`config.mk`:
```
export PLATFORM = sky130hd
export DESIGN_NAME = raw_byte_stream_pixel_unpacker
export DESIGN_NICKNAME = d
export VERILOG_FILES = /design/src/rtl/rbspu_pkg.sv /design/src/rtl/rbspu_core.sv /design/src/rtl/rbspu_outq.sv /design/src/rtl/raw_byte_stream_pixel_unpacker.sv
export VERILOG_INCLUDE_DIRS = /design/src /design/src/rtl
export SDC_FILE = /design/constraint.sdc
export NUM_CORES = 1
export LEC_CHECK = 0
export ABC_AREA = 1
export BUFFER_PORTS_ARGS = -buffer_cell sky130_fd_sc_hd__buf_4
export CELL_PAD_IN_SITES_DETAIL_PLACEMENT = 2
export CELL_PAD_IN_SITES_GLOBAL_PLACEMENT = 2
export CORE_UTILIZATION = 37
export DETAILED_ROUTE_END_ITERATION = 12
export GPL_TIMING_DRIVEN = 0
export PLACE_DENSITY = 0.89
export SYNTH_ARGS = -nofsm -noshare
export SYNTH_HDL_FRONTEND = slang
export SYNTH_SLANG_ARGS = --single-unit
```
`constraint.sdc`:
```
create_clock -name clk -period 9.9 [get_ports clk]
set_input_delay 1.485 -clock clk [delete_from_list [all_inputs] [get_ports clk]]
set_output_delay 1.485 -clock clk [all_outputs]
set_load 0.01 [all_outputs]
```
`src/rtl/raw_byte_stream_pixel_unpacker_macros.svh`:
```
// Assertion helpers for the unpacker RTL, used by rbspu_outq.
`ifndef RAW_BYTE_STREAM_PIXEL_UNPACKER_MACROS_SVH
`define RAW_BYTE_STREAM_PIXEL_UNPACKER_MACROS_SVH

`ifndef SYNTHESIS
`define RBSPU_ASSERT_IMP(lbl, clk, rst_n, ante, cons) \
  lbl: assert property (@(posedge clk) disable iff (!rst_n) (ante) |-> (cons)) \
    else $error("rbspu: same-cycle check failed");
`define RBSPU_ASSERT_NXT(lbl, clk, rst_n, ante, cons) \
  lbl: assert property (@(posedge clk) disable iff (!rst_n) (ante) |=> (cons)) \
    else $error("rbspu: next-cycle check failed");
`else
`define RBSPU_ASSERT_IMP(lbl, clk, rst_n, ante, cons)
`define RBSPU_ASSERT_NXT(lbl, clk, rst_n, ante, cons)
`endif

`endif

```
`src/rtl/rbspu_pkg.sv`:
```
`timescale 1ns / 1ps
package rbspu_pkg;

  localparam int CFG_IDX_W  = 3;
  localparam int CFG_DATA_W = 14;
  localparam int DIM_FLD_W  = 14;
  localparam int NUM_SLOTS  = 4;

  localparam logic [CFG_IDX_W-1:0] CFG_PACKED_MODE    = 3'd0;
  localparam logic [CFG_IDX_W-1:0] CFG_BITS_PER_PIXEL = 3'd1;
  localparam logic [CFG_IDX_W-1:0] CFG_TYPE_IS_RAW10  = 3'd2;
  localparam logic [CFG_IDX_W-1:0] CFG_FRAME_WIDTH    = 3'd3;
  localparam logic [CFG_IDX_W-1:0] CFG_FRAME_HEIGHT   = 3'd4;

  localparam logic [4:0]           BPP_RST          = 5'd10;
  localparam logic [4:0]           BPP_RAW10        = 5'd10;
  localparam logic [4:0]           BPP_MAX_ONE_BYTE = 5'd8;
  localparam logic [DIM_FLD_W-1:0] WIDTH_RST        = 14'd1920;
  localparam logic [DIM_FLD_W-1:0] HEIGHT_RST       = 14'd1080;

  localparam logic [1:0] ST_OK    = 2'd0;
  localparam logic [1:0] ST_UNSUP = 2'd1;
  localparam logic [1:0] ST_TAIL  = 2'd2;

  typedef struct packed {
    logic [7:0] data_byte;
    logic       frame_start;
  } rbspu_in_t;

  typedef struct packed {
    logic [15:0] pixel_value;
    logic        last_of_run;
    logic        end_of_frame;
    logic [1:0]  status;
  } rbspu_out_t;

  typedef struct packed {
    logic [2:0]                    count;
    rbspu_out_t [NUM_SLOTS-1:0]    slot;
  } rbspu_bundle_t;

endpackage

```
`src/rtl/rbspu_core.sv`:
```
`timescale 1ns / 1ps
module rbspu_core #(
  parameter int MAX_DIMENSION = 8192
) (
  input  logic                                clk,
  input  logic                                rst_n,
  input  logic                                in_valid,
  input  logic                                in_stall,
  input  rbspu_pkg::rbspu_in_t                in_data,
  input  logic                                cfg_we,
  input  logic [rbspu_pkg::CFG_IDX_W-1:0]     cfg_index,
  input  logic [rbspu_pkg::CFG_DATA_W-1:0]    cfg_wdata,
  output rbspu_pkg::rbspu_bundle_t            bundle
);
  import rbspu_pkg::*;

  localparam int DIM_MAX = (MAX_DIMENSION < 16383) ? MAX_DIMENSION : 16383;
  localparam int DIM_W   = $clog2(DIM_MAX + 1);
  localparam int TOT_W   = $clog2(DIM_MAX * DIM_MAX + 1);

  function automatic logic [DIM_W-1:0] clamp_dim(input logic [DIM_FLD_W-1:0] v);
    logic [DIM_W-1:0] r;
    if (v > DIM_FLD_W'(DIM_MAX)) begin
      r = DIM_W'(DIM_MAX);
    end else begin
      r = DIM_W'(v);
    end
    return r;
  endfunction

  localparam logic [2*DIM_W-1:0] TOTAL_RST_FULL = clamp_dim(WIDTH_RST) * clamp_dim(HEIGHT_RST);

  logic                 packed_mode_r, packed_mode_nxt;
  logic [4:0]           bpp_r, bpp_nxt;
  logic                 raw10_r, raw10_nxt;
  logic [DIM_FLD_W-1:0] width_r, width_nxt;
  logic [DIM_FLD_W-1:0] height_r, height_nxt;
  logic [TOT_W-1:0]     total_r, total_nxt;

  logic [31:0]          hold_r, hold_nxt;
  logic [2:0]           phase_r, phase_nxt;
  logic [TOT_W-1:0]     cnt_r, cnt_nxt;
  logic                 done_r, done_nxt;

  logic [2*DIM_W-1:0]   prod;
  logic [DIM_W-1:0]     mul_a, mul_b;
  logic                 accept;
  logic [TOT_W-1:0]     target;
  logic [TOT_W-1:0]     remain;
  logic                 stop;
  logic [2:0]           ngrp;
  logic                 unsup;
  logic [7:0]           b;
  rbspu_bundle_t        bnd;

  assign accept = in_valid && !in_stall;
  assign b      = in_data.data_byte;
  assign target = packed_mode_r ? {total_r[TOT_W-1:2], 2'b00} : total_r;
  assign unsup  = packed_mode_r && !raw10_r && (bpp_r != BPP_RAW10);

  // total pixel count tracks the dimension registers at write time
  always_comb begin
    mul_a = clamp_dim(width_r);
    mul_b = clamp_dim(height_r);
    if (cfg_we && cfg_index == CFG_FRAME_WIDTH) begin
      mul_a = clamp_dim(cfg_wdata);
    end
    if (cfg_we && cfg_index == CFG_FRAME_HEIGHT) begin
      mul_b = clamp_dim(cfg_wdata);
    end
  end
  assign prod = mul_a * mul_b;

  always_comb begin
    packed_mode_nxt = packed_mode_r;
    bpp_nxt         = bpp_r;
    raw10_nxt       = raw10_r;
    width_nxt       = width_r;
    height_nxt      = height_r;
    total_nxt       = total_r;
    if (cfg_we) begin
      case (cfg_index)
        CFG_PACKED_MODE:    packed_mode_nxt = cfg_wdata[0];
        CFG_BITS_PER_PIXEL: bpp_nxt = cfg_wdata[4:0];
        CFG_TYPE_IS_RAW10:  raw10_nxt = cfg_wdata[0];
        CFG_FRAME_WIDTH: begin
          width_nxt = cfg_wdata;
          total_nxt = prod[TOT_W-1:0];
        end
        CFG_FRAME_HEIGHT: begin
          height_nxt = cfg_wdata;
          total_nxt  = prod[TOT_W-1:0];
        end
        default: ;
      endcase
    end
  end

  always_comb begin
    hold_nxt  = hold_r;
    phase_nxt = phase_r;
    cnt_nxt   = cnt_r;
    done_nxt  = done_r;
    bnd       = '0;
    remain    = target - cnt_r;
    stop      = 1'b0;
    ngrp      = 3'd0;
    if (accept) begin
      if (in_data.frame_start) begin
        hold_nxt  = '0;
        phase_nxt = '0;
        cnt_nxt   = '0;
        done_nxt  = 1'b0;
      end
      remain = target - cnt_nxt;
      if (in_data.frame_start && unsup) begin
        bnd.count                   = 3'd1;
        bnd.slot[0].end_of_frame    = 1'b1;
        bnd.slot[0].status          = ST_UNSUP;
        done_nxt                    = 1'b1;
      end else if (in_data.frame_start && total_r == '0) begin
        done_nxt = 1'b1;
      end else if (in_data.frame_start && packed_mode_r && total_r < TOT_W'(4)) begin
        bnd.count                   = 3'd1;
        bnd.slot[0].end_of_frame    = 1'b1;
        bnd.slot[0].status          = ST_TAIL;
        done_nxt                    = 1'b1;
      end else if (!done_nxt) begin
        if (cnt_nxt >= target) begin
          done_nxt = 1'b1;
        end else if (packed_mode_r) begin
          if (phase_nxt < 3'd4) begin
            hold_nxt  = hold_nxt | (32'(b) << {phase_nxt[1:0], 3'b000});
            phase_nxt = phase_nxt + 3'd1;
          end else begin
            stop = remain <= TOT_W'(4);
            ngrp = stop ? remain[2:0] : 3'd4;
            for (int i = 0; i < NUM_SLOTS; i++) begin
              bnd.slot[i].pixel_value = {6'b0, b[2*i+1 -: 2], hold_nxt[8*i+7 -: 8]};
              if (stop && (3'(i) + 3'd1 == ngrp)) begin
                bnd.slot[i].end_of_frame = 1'b1;
                if (total_r[1:0] != 2'b00) begin
                  bnd.slot[i].status      = ST_TAIL;
                  bnd.slot[i].pixel_value = '0;
                end
              end
            end
            bnd.count = ngrp;
            cnt_nxt   = cnt_nxt + TOT_W'(ngrp);
            done_nxt  = stop;
            hold_nxt  = '0;
            phase_nxt = '0;
          end
        end else if (bpp_r >= 5'd1 && bpp_r <= BPP_MAX_ONE_BYTE) begin
          bnd.count                = 3'd1;
          bnd.slot[0].pixel_value  = {8'b0, b};
          bnd.slot[0].end_of_frame = remain == TOT_W'(1);
          done_nxt                 = remain == TOT_W'(1);
          cnt_nxt                  = cnt_nxt + TOT_W'(1);
        end else begin
          if (phase_nxt == 3'd0) begin
            hold_nxt  = {24'b0, b};
            phase_nxt = 3'd1;
          end else begin
            bnd.count                = 3'd1;
            bnd.slot[0].pixel_value  = {b, hold_nxt[7:0]};
            bnd.slot[0].end_of_frame = remain == TOT_W'(1);
            done_nxt                 = remain == TOT_W'(1);
            cnt_nxt                  = cnt_nxt + TOT_W'(1);
            hold_nxt                 = '0;
            phase_nxt                = '0;
          end
        end
      end
      for (int i = 0; i < NUM_SLOTS; i++) begin
        bnd.slot[i].last_of_run = (bnd.count != 3'd0) && (3'(i) + 3'd1 == bnd.count);
      end
    end
  end

  assign bundle = bnd;

  always_ff @(posedge clk) begin
    if (!rst_n) begin
      packed_mode_r <= 1'b0;
      bpp_r         <= BPP_RST;
      raw10_r       <= 1'b1;
      width_r       <= WIDTH_RST;
      height_r      <= HEIGHT_RST;
      total_r       <= TOTAL_RST_FULL[TOT_W-1:0];
      hold_r        <= '0;
      phase_r       <= '0;
      cnt_r         <= '0;
      done_r        <= 1'b1;
    end else begin
      packed_mode_r <= packed_mode_nxt;
      bpp_r         <= bpp_nxt;
      raw10_r       <= raw10_nxt;
      width_r       <= width_nxt;
      height_r      <= height_nxt;
      total_r       <= total_nxt;
      hold_r        <= hold_nxt;
      phase_r       <= phase_nxt;
      cnt_r         <= cnt_nxt;
      done_r        <= done_nxt;
    end
  end

endmodule

```
`src/rtl/rbspu_outq.sv`:
```
`timescale 1ns / 1ps
`include "raw_byte_stream_pixel_unpacker_macros.svh"
module rbspu_outq (
  input  logic                       clk,
  input  logic                       rst_n,
  input  rbspu_pkg::rbspu_bundle_t   bundle,
  output logic                       in_stall,
  output logic                       out_valid,
  input  logic                       out_stall,
  output rbspu_pkg::rbspu_out_t      out_data
);
  import rbspu_pkg::*;

  logic                         valid_r, valid_nxt;
  logic [1:0]                   idx_r, idx_nxt;
  logic [1:0]                   last_r, last_nxt;
  rbspu_out_t [NUM_SLOTS-1:0]   slot_r, slot_nxt;
  logic                         out_fire;
  logic                         drain_done;
  logic                         load;

  assign out_fire   = valid_r && !out_stall;
  assign drain_done = out_fire && (idx_r == last_r);
  assign in_stall   = valid_r && !drain_done;
  assign load       = bundle.count != 3'd0;
  assign out_valid  = valid_r;
  assign out_data   = slot_r[idx_r];

  always_comb begin
    valid_nxt = valid_r;
    idx_nxt   = idx_r;
    last_nxt  = last_r;
    slot_nxt  = slot_r;
    if (load) begin
      valid_nxt = 1'b1;
      idx_nxt   = 2'd0;
      last_nxt  = 2'(bundle.count - 3'd1);
      slot_nxt  = bundle.slot;
    end else if (drain_done) begin
      valid_nxt = 1'b0;
    end else if (out_fire) begin
      idx_nxt = idx_r + 2'd1;
    end
  end

  always_ff @(posedge clk) begin
    if (!rst_n) begin
      valid_r <= 1'b0;
      idx_r   <= '0;
      last_r  <= '0;
    end else begin
      valid_r <= valid_nxt;
      idx_r   <= idx_nxt;
      last_r  <= last_nxt;
    end
    slot_r <= slot_nxt;
  end

  `RBSPU_ASSERT_IMP(a_no_load_while_busy, clk, rst_n, in_stall, !load)
  `RBSPU_ASSERT_IMP(a_idx_in_run, clk, rst_n, valid_r, idx_r <= last_r)
  `RBSPU_ASSERT_NXT(a_run_continues, clk, rst_n, out_fire && (idx_r != last_r), out_valid)
  `RBSPU_ASSERT_IMP(a_eof_ends_run, clk, rst_n, out_valid && out_data.end_of_frame, out_data.last_of_run)
  `RBSPU_ASSERT_IMP(a_bad_status_zero, clk, rst_n, out_valid && (out_data.status != ST_OK), out_data.pixel_value == '0)

endmodule

```
`src/rtl/raw_byte_stream_pixel_unpacker.sv`:
```
`timescale 1ns / 1ps
// The first pixel released by a byte is offered in the cycle after the byte is taken.
// Bytes: one per cycle while in_stall is low; a byte that releases pixels holds the
// input until the output register has drained them, one pixel per cycle unless out_stall.
// Packed RAW10: five bytes per four pixels; the fifth byte releases all four.
// Reset (rst_n low, synchronous): registers to defaults, no frame open until frame_start.
module raw_byte_stream_pixel_unpacker #(
  parameter int MAX_DIMENSION = 8192
) (
  input  logic                                clk,
  input  logic                                rst_n,
  input  logic                                in_valid,
  output logic                                in_stall,
  input  rbspu_pkg::rbspu_in_t                in_data,
  output logic                                out_valid,
  input  logic                                out_stall,
  output rbspu_pkg::rbspu_out_t               out_data,
  input  logic                                cfg_we,
  input  logic [rbspu_pkg::CFG_IDX_W-1:0]     cfg_index,
  input  logic [rbspu_pkg::CFG_DATA_W-1:0]    cfg_wdata
);
  import rbspu_pkg::*;

  rbspu_bundle_t bundle;

  rbspu_core #(
    .MAX_DIMENSION(MAX_DIMENSION)
  ) u_core (
    .clk      (clk),
    .rst_n    (rst_n),
    .in_valid (in_valid),
    .in_stall (in_stall),
    .in_data  (in_data),
    .cfg_we   (cfg_we),
    .cfg_index(cfg_index),
    .cfg_wdata(cfg_wdata),
    .bundle   (bundle)
  );

  rbspu_outq u_outq (
    .clk      (clk),
    .rst_n    (rst_n),
    .bundle   (bundle),
    .in_stall (in_stall),
    .out_valid(out_valid),
    .out_stall(out_stall),
    .out_data (out_data)
  );

endmodule
```
==> impl_metrics.ini <==
[outcome]
status = complete, no violations

[worst_setup_path]
worstPathRequired_ps = 10340
crit_top_cell = fa_1
r2r_cells = 33
cpPeakStageDelay_ps = 680
path_max_fanout = 10
critical_path_arrival_ps = 10070
end_kind = flip-flop
startpoint_type = input port
critical-path-slowest-cell = clkbuf_1
critPathKind = input port to flip-flop

[worst_hold_path]
hold-path-cell-count = 2
hp-class = flip-flop to flip-flop

[timing]
slew_headroom_pct = 21.7
period_share_pct = 97.2
hold_slack_ps = 475
slew_violations = 0
fin_ws_ps = 273
setup_viol = 0
fin_crit_ps = 9630
timing.clock.skew_ps = 19.0
hold_viol = 0
grt_setup_unrepaired = false
tightestPinTransition_ps = 1170
fmax_mhz = 104

[placement]
port_buffers = 50
placed_area_sq_um = 20200
dp_hpwl_um = 74800
dp_cells = 3478
pre_cts_ws_ps = -158
gp_congestion = 0.966

[detailed_routing]
detail_route.wl_per_cell_um = 26.4
num_vias = 20586
wl_um = 92700
drtAntennaViolNets = 0
drtPass1Iterations = 5
drcViolationCount = 0
drt_iter0_markers = 1502
avgViaCountPerCell = 5.86

[floorplanning]
fp.dieH_um = 228
die-area_sq_um = 52100
core_sq_um = 50400
die_x_um = 228
num_rows = 82
ios = 53
start_util_pct = 37.6

[clock_tree]
cts_hold_buf = 0
cts_buffer_depth = 2
cts.sinks = 189
ctsResizeCount = 0
clkTransAtPathRegs_ps = 80
cts_max_level = 4
clock_latency_ps = 510
cts_root_buf = clkbuf_16
cts_setup_buffers = 0
cts_tree = done
cts_made_buffers = 17

[yosys]
syn_nets = 3051
synth_area_per_cell_sq_um = 6.87
ys.flop_type = dfxtp_1
synth_edf_count = 59
synth_warnings = 0
netlist_instances = 2755
seq_area_frac_synth_pct = 23.1
synth.distinct_cells = 54
syn_area_sq_um = 18900
synth-seq-cells = 189
async_reset_ff_share_pct = 0

[global_route]
grt_pass1_wl_um = 140000
antenna_found_initial = 2
grt_pass1_vias = 23089
overflow = 0
grt_max_degree = 43
grt_use_total_pct = 35.6

[finish]
finalNonFillerCells = 3510
final_layout_size_suffix_gt1_share_pct = 5.18
nNetsFinal = 3121
synthToLayoutAreaGrowth_pct = 9.83
utilization_pct = 41.3
final_design_area_no_fill_sq_um = 20800
num_antenna_cells = 0

[run]
max-cap-violations = 0

[power]
vdd_drop_max_v = 0.000121
p_leak_nw = 9.79
p_per_area_nw_per_um2 = 137
[sequential cells by signal, indices dropped and copies added (netlist names)]
| name | flops |
|---|---|
| u_core.bpp_r | 5 |
| u_core.cnt_r | 27 |
| u_core.done_r | 1 |
| u_core.height_r | 14 |
| u_core.hold_r | 32 |
| u_core.packed_mode_r | 1 |
| u_core.phase_r | 3 |
| u_core.raw10_r | 1 |
| u_core.total_r | 27 |
| u_core.width_r | 14 |
| u_outq.idx_r | 2 |
| u_outq.last_r | 2 |
| u_outq.out_valid | 1 |
| u_outq.slot_r | 59 |
[final cells by class]
cell class              instances  area (sq um)
clock inverters                15           173
clock buffers                  17           425
flip-flops and latches        189          4370
inverters                     530          1990
multi-input cells            1940         12200
repair buffers                 51           395
plain buffers                  96           382
fillers                      6137         29600
well taps                     672           841
[cell families after synthesis]
kind of cell,count (synthesis),synth area share [%]
compound gates,442,13.5
fa+ha+maj,265,23.1
flops,189,23.1
simple gates,1210,26.7
buf+inv,626,12.5
xor+xnor,23,1.06
[Yosys cell counts (26+ instances only)]
cell type    n  share of area (%)
nor4_1      26               0.86
o21ai_0    124                3.3
nor3_1      34               0.90
inv_1      509                 10
o22ai_1     35                1.2
edfxtp_1    59                9.4
fa_1       142                 15
nor2_1     281                5.6
nand4_1     28               0.92
nand2_1    682                 14
clkbuf_1    79                1.6
a21oi_1    175                4.6
o211ai_1    35                1.4
ha_1       123                8.1
nand3_1    114                3.0
dfxtp_1    130                 14
[critical path: cells and delay by family]
kind / cells / cell delay, ps
AND/OR/NAND/NOR: 8 / 2190
adder cells (fa/ha/maj): 7 / 3470
AO/OA/AOI/OAI: 3 / 890
buffers and inverters: 8 / 1660
XOR/XNOR: 1 / 360
[power by group]
part,internal [mW],total (mW),leakage (nW),switching (mW)
registers,0.825,0.852,1.59,0.0268
logic,0.376,1.24,7.91,0.869
clock network,0.361,0.757,0.290,0.396
total,1.56,2.85,9.79,1.29
[routing by layer]
metal,global-route usage [%],part of all wire [%],vias to the layer above
met1,41.9,40,10380
met5,0,0,-
li1,-,-,8903
met3,5.13,5.8,359
met4,23.8,6.9,0
met2,60.2,48,944
[metrics by stage]
| step | TNS, ps | power (mW) |
|---|---|---|
| 5_1_grt | 0 | 2.96 |
| 4_1_cts | 0 | 2.82 |
| 6_report | 0 | 2.85 |
| 3_3_place_gp | 0 | 1.91 |
| 2_1_floorplan | 0 | 1.60 |
| 3_5_place_dp | -173 | 2.07 |
[placed cells by master (no fill, tap or decap), types with 7 or more instances in the layout]
| cell type | synthesis | layout |
|---|---|---|
| xor2_1 | 15 | 15 |
| fa_1 | 142 | 142 |
| clkbuf_16 | 0 | 17 |
| o211ai_1 | 35 | 35 |
| a32oi_1 | 9 | 9 |
| xnor2_1 | 8 | 8 |
| buf_4 | 0 | 50 |
| nor4_1 | 26 | 26 |
| nor3_1 | 34 | 34 |
| nand4_1 | 28 | 28 |
| clkbuf_1 | 79 | 74 |
| dfxtp_1 | 130 | 130 |
| nand2_1 | 682 | 681 |
| nand3b_1 | 7 | 7 |
| nor2_1 | 281 | 281 |
| edfxtp_1 | 59 | 59 |
| ha_1 | 123 | 123 |
| o21bai_1 | 10 | 10 |
| a21oi_1 | 175 | 175 |
| nand2_2 | 9 | 10 |
| buf_2 | 12 | 12 |
| inv_2 | 11 | 11 |
| clkinv_1 | 9 | 10 |
| o31ai_1 | 23 | 23 |
| inv_1 | 509 | 509 |
| o21ai_0 | 124 | 124 |
| nand3_1 | 114 | 114 |
| o22ai_1 | 35 | 32 |
[worst paths after layout]
kind | start | end | slack, ps
worst min-delay path | u_core.hold_r[14] | u_core.hold_r[14] | 480
worst min register to register | u_core.hold_r[14] | u_core.hold_r[14] | 480
worst max register to register | u_core.height_r[12] | u_core.total_r[20] | 1290
worst max-delay path | cfg_index[2] | u_core.total_r[26] | 270
(Power assumes the default switching activity.)
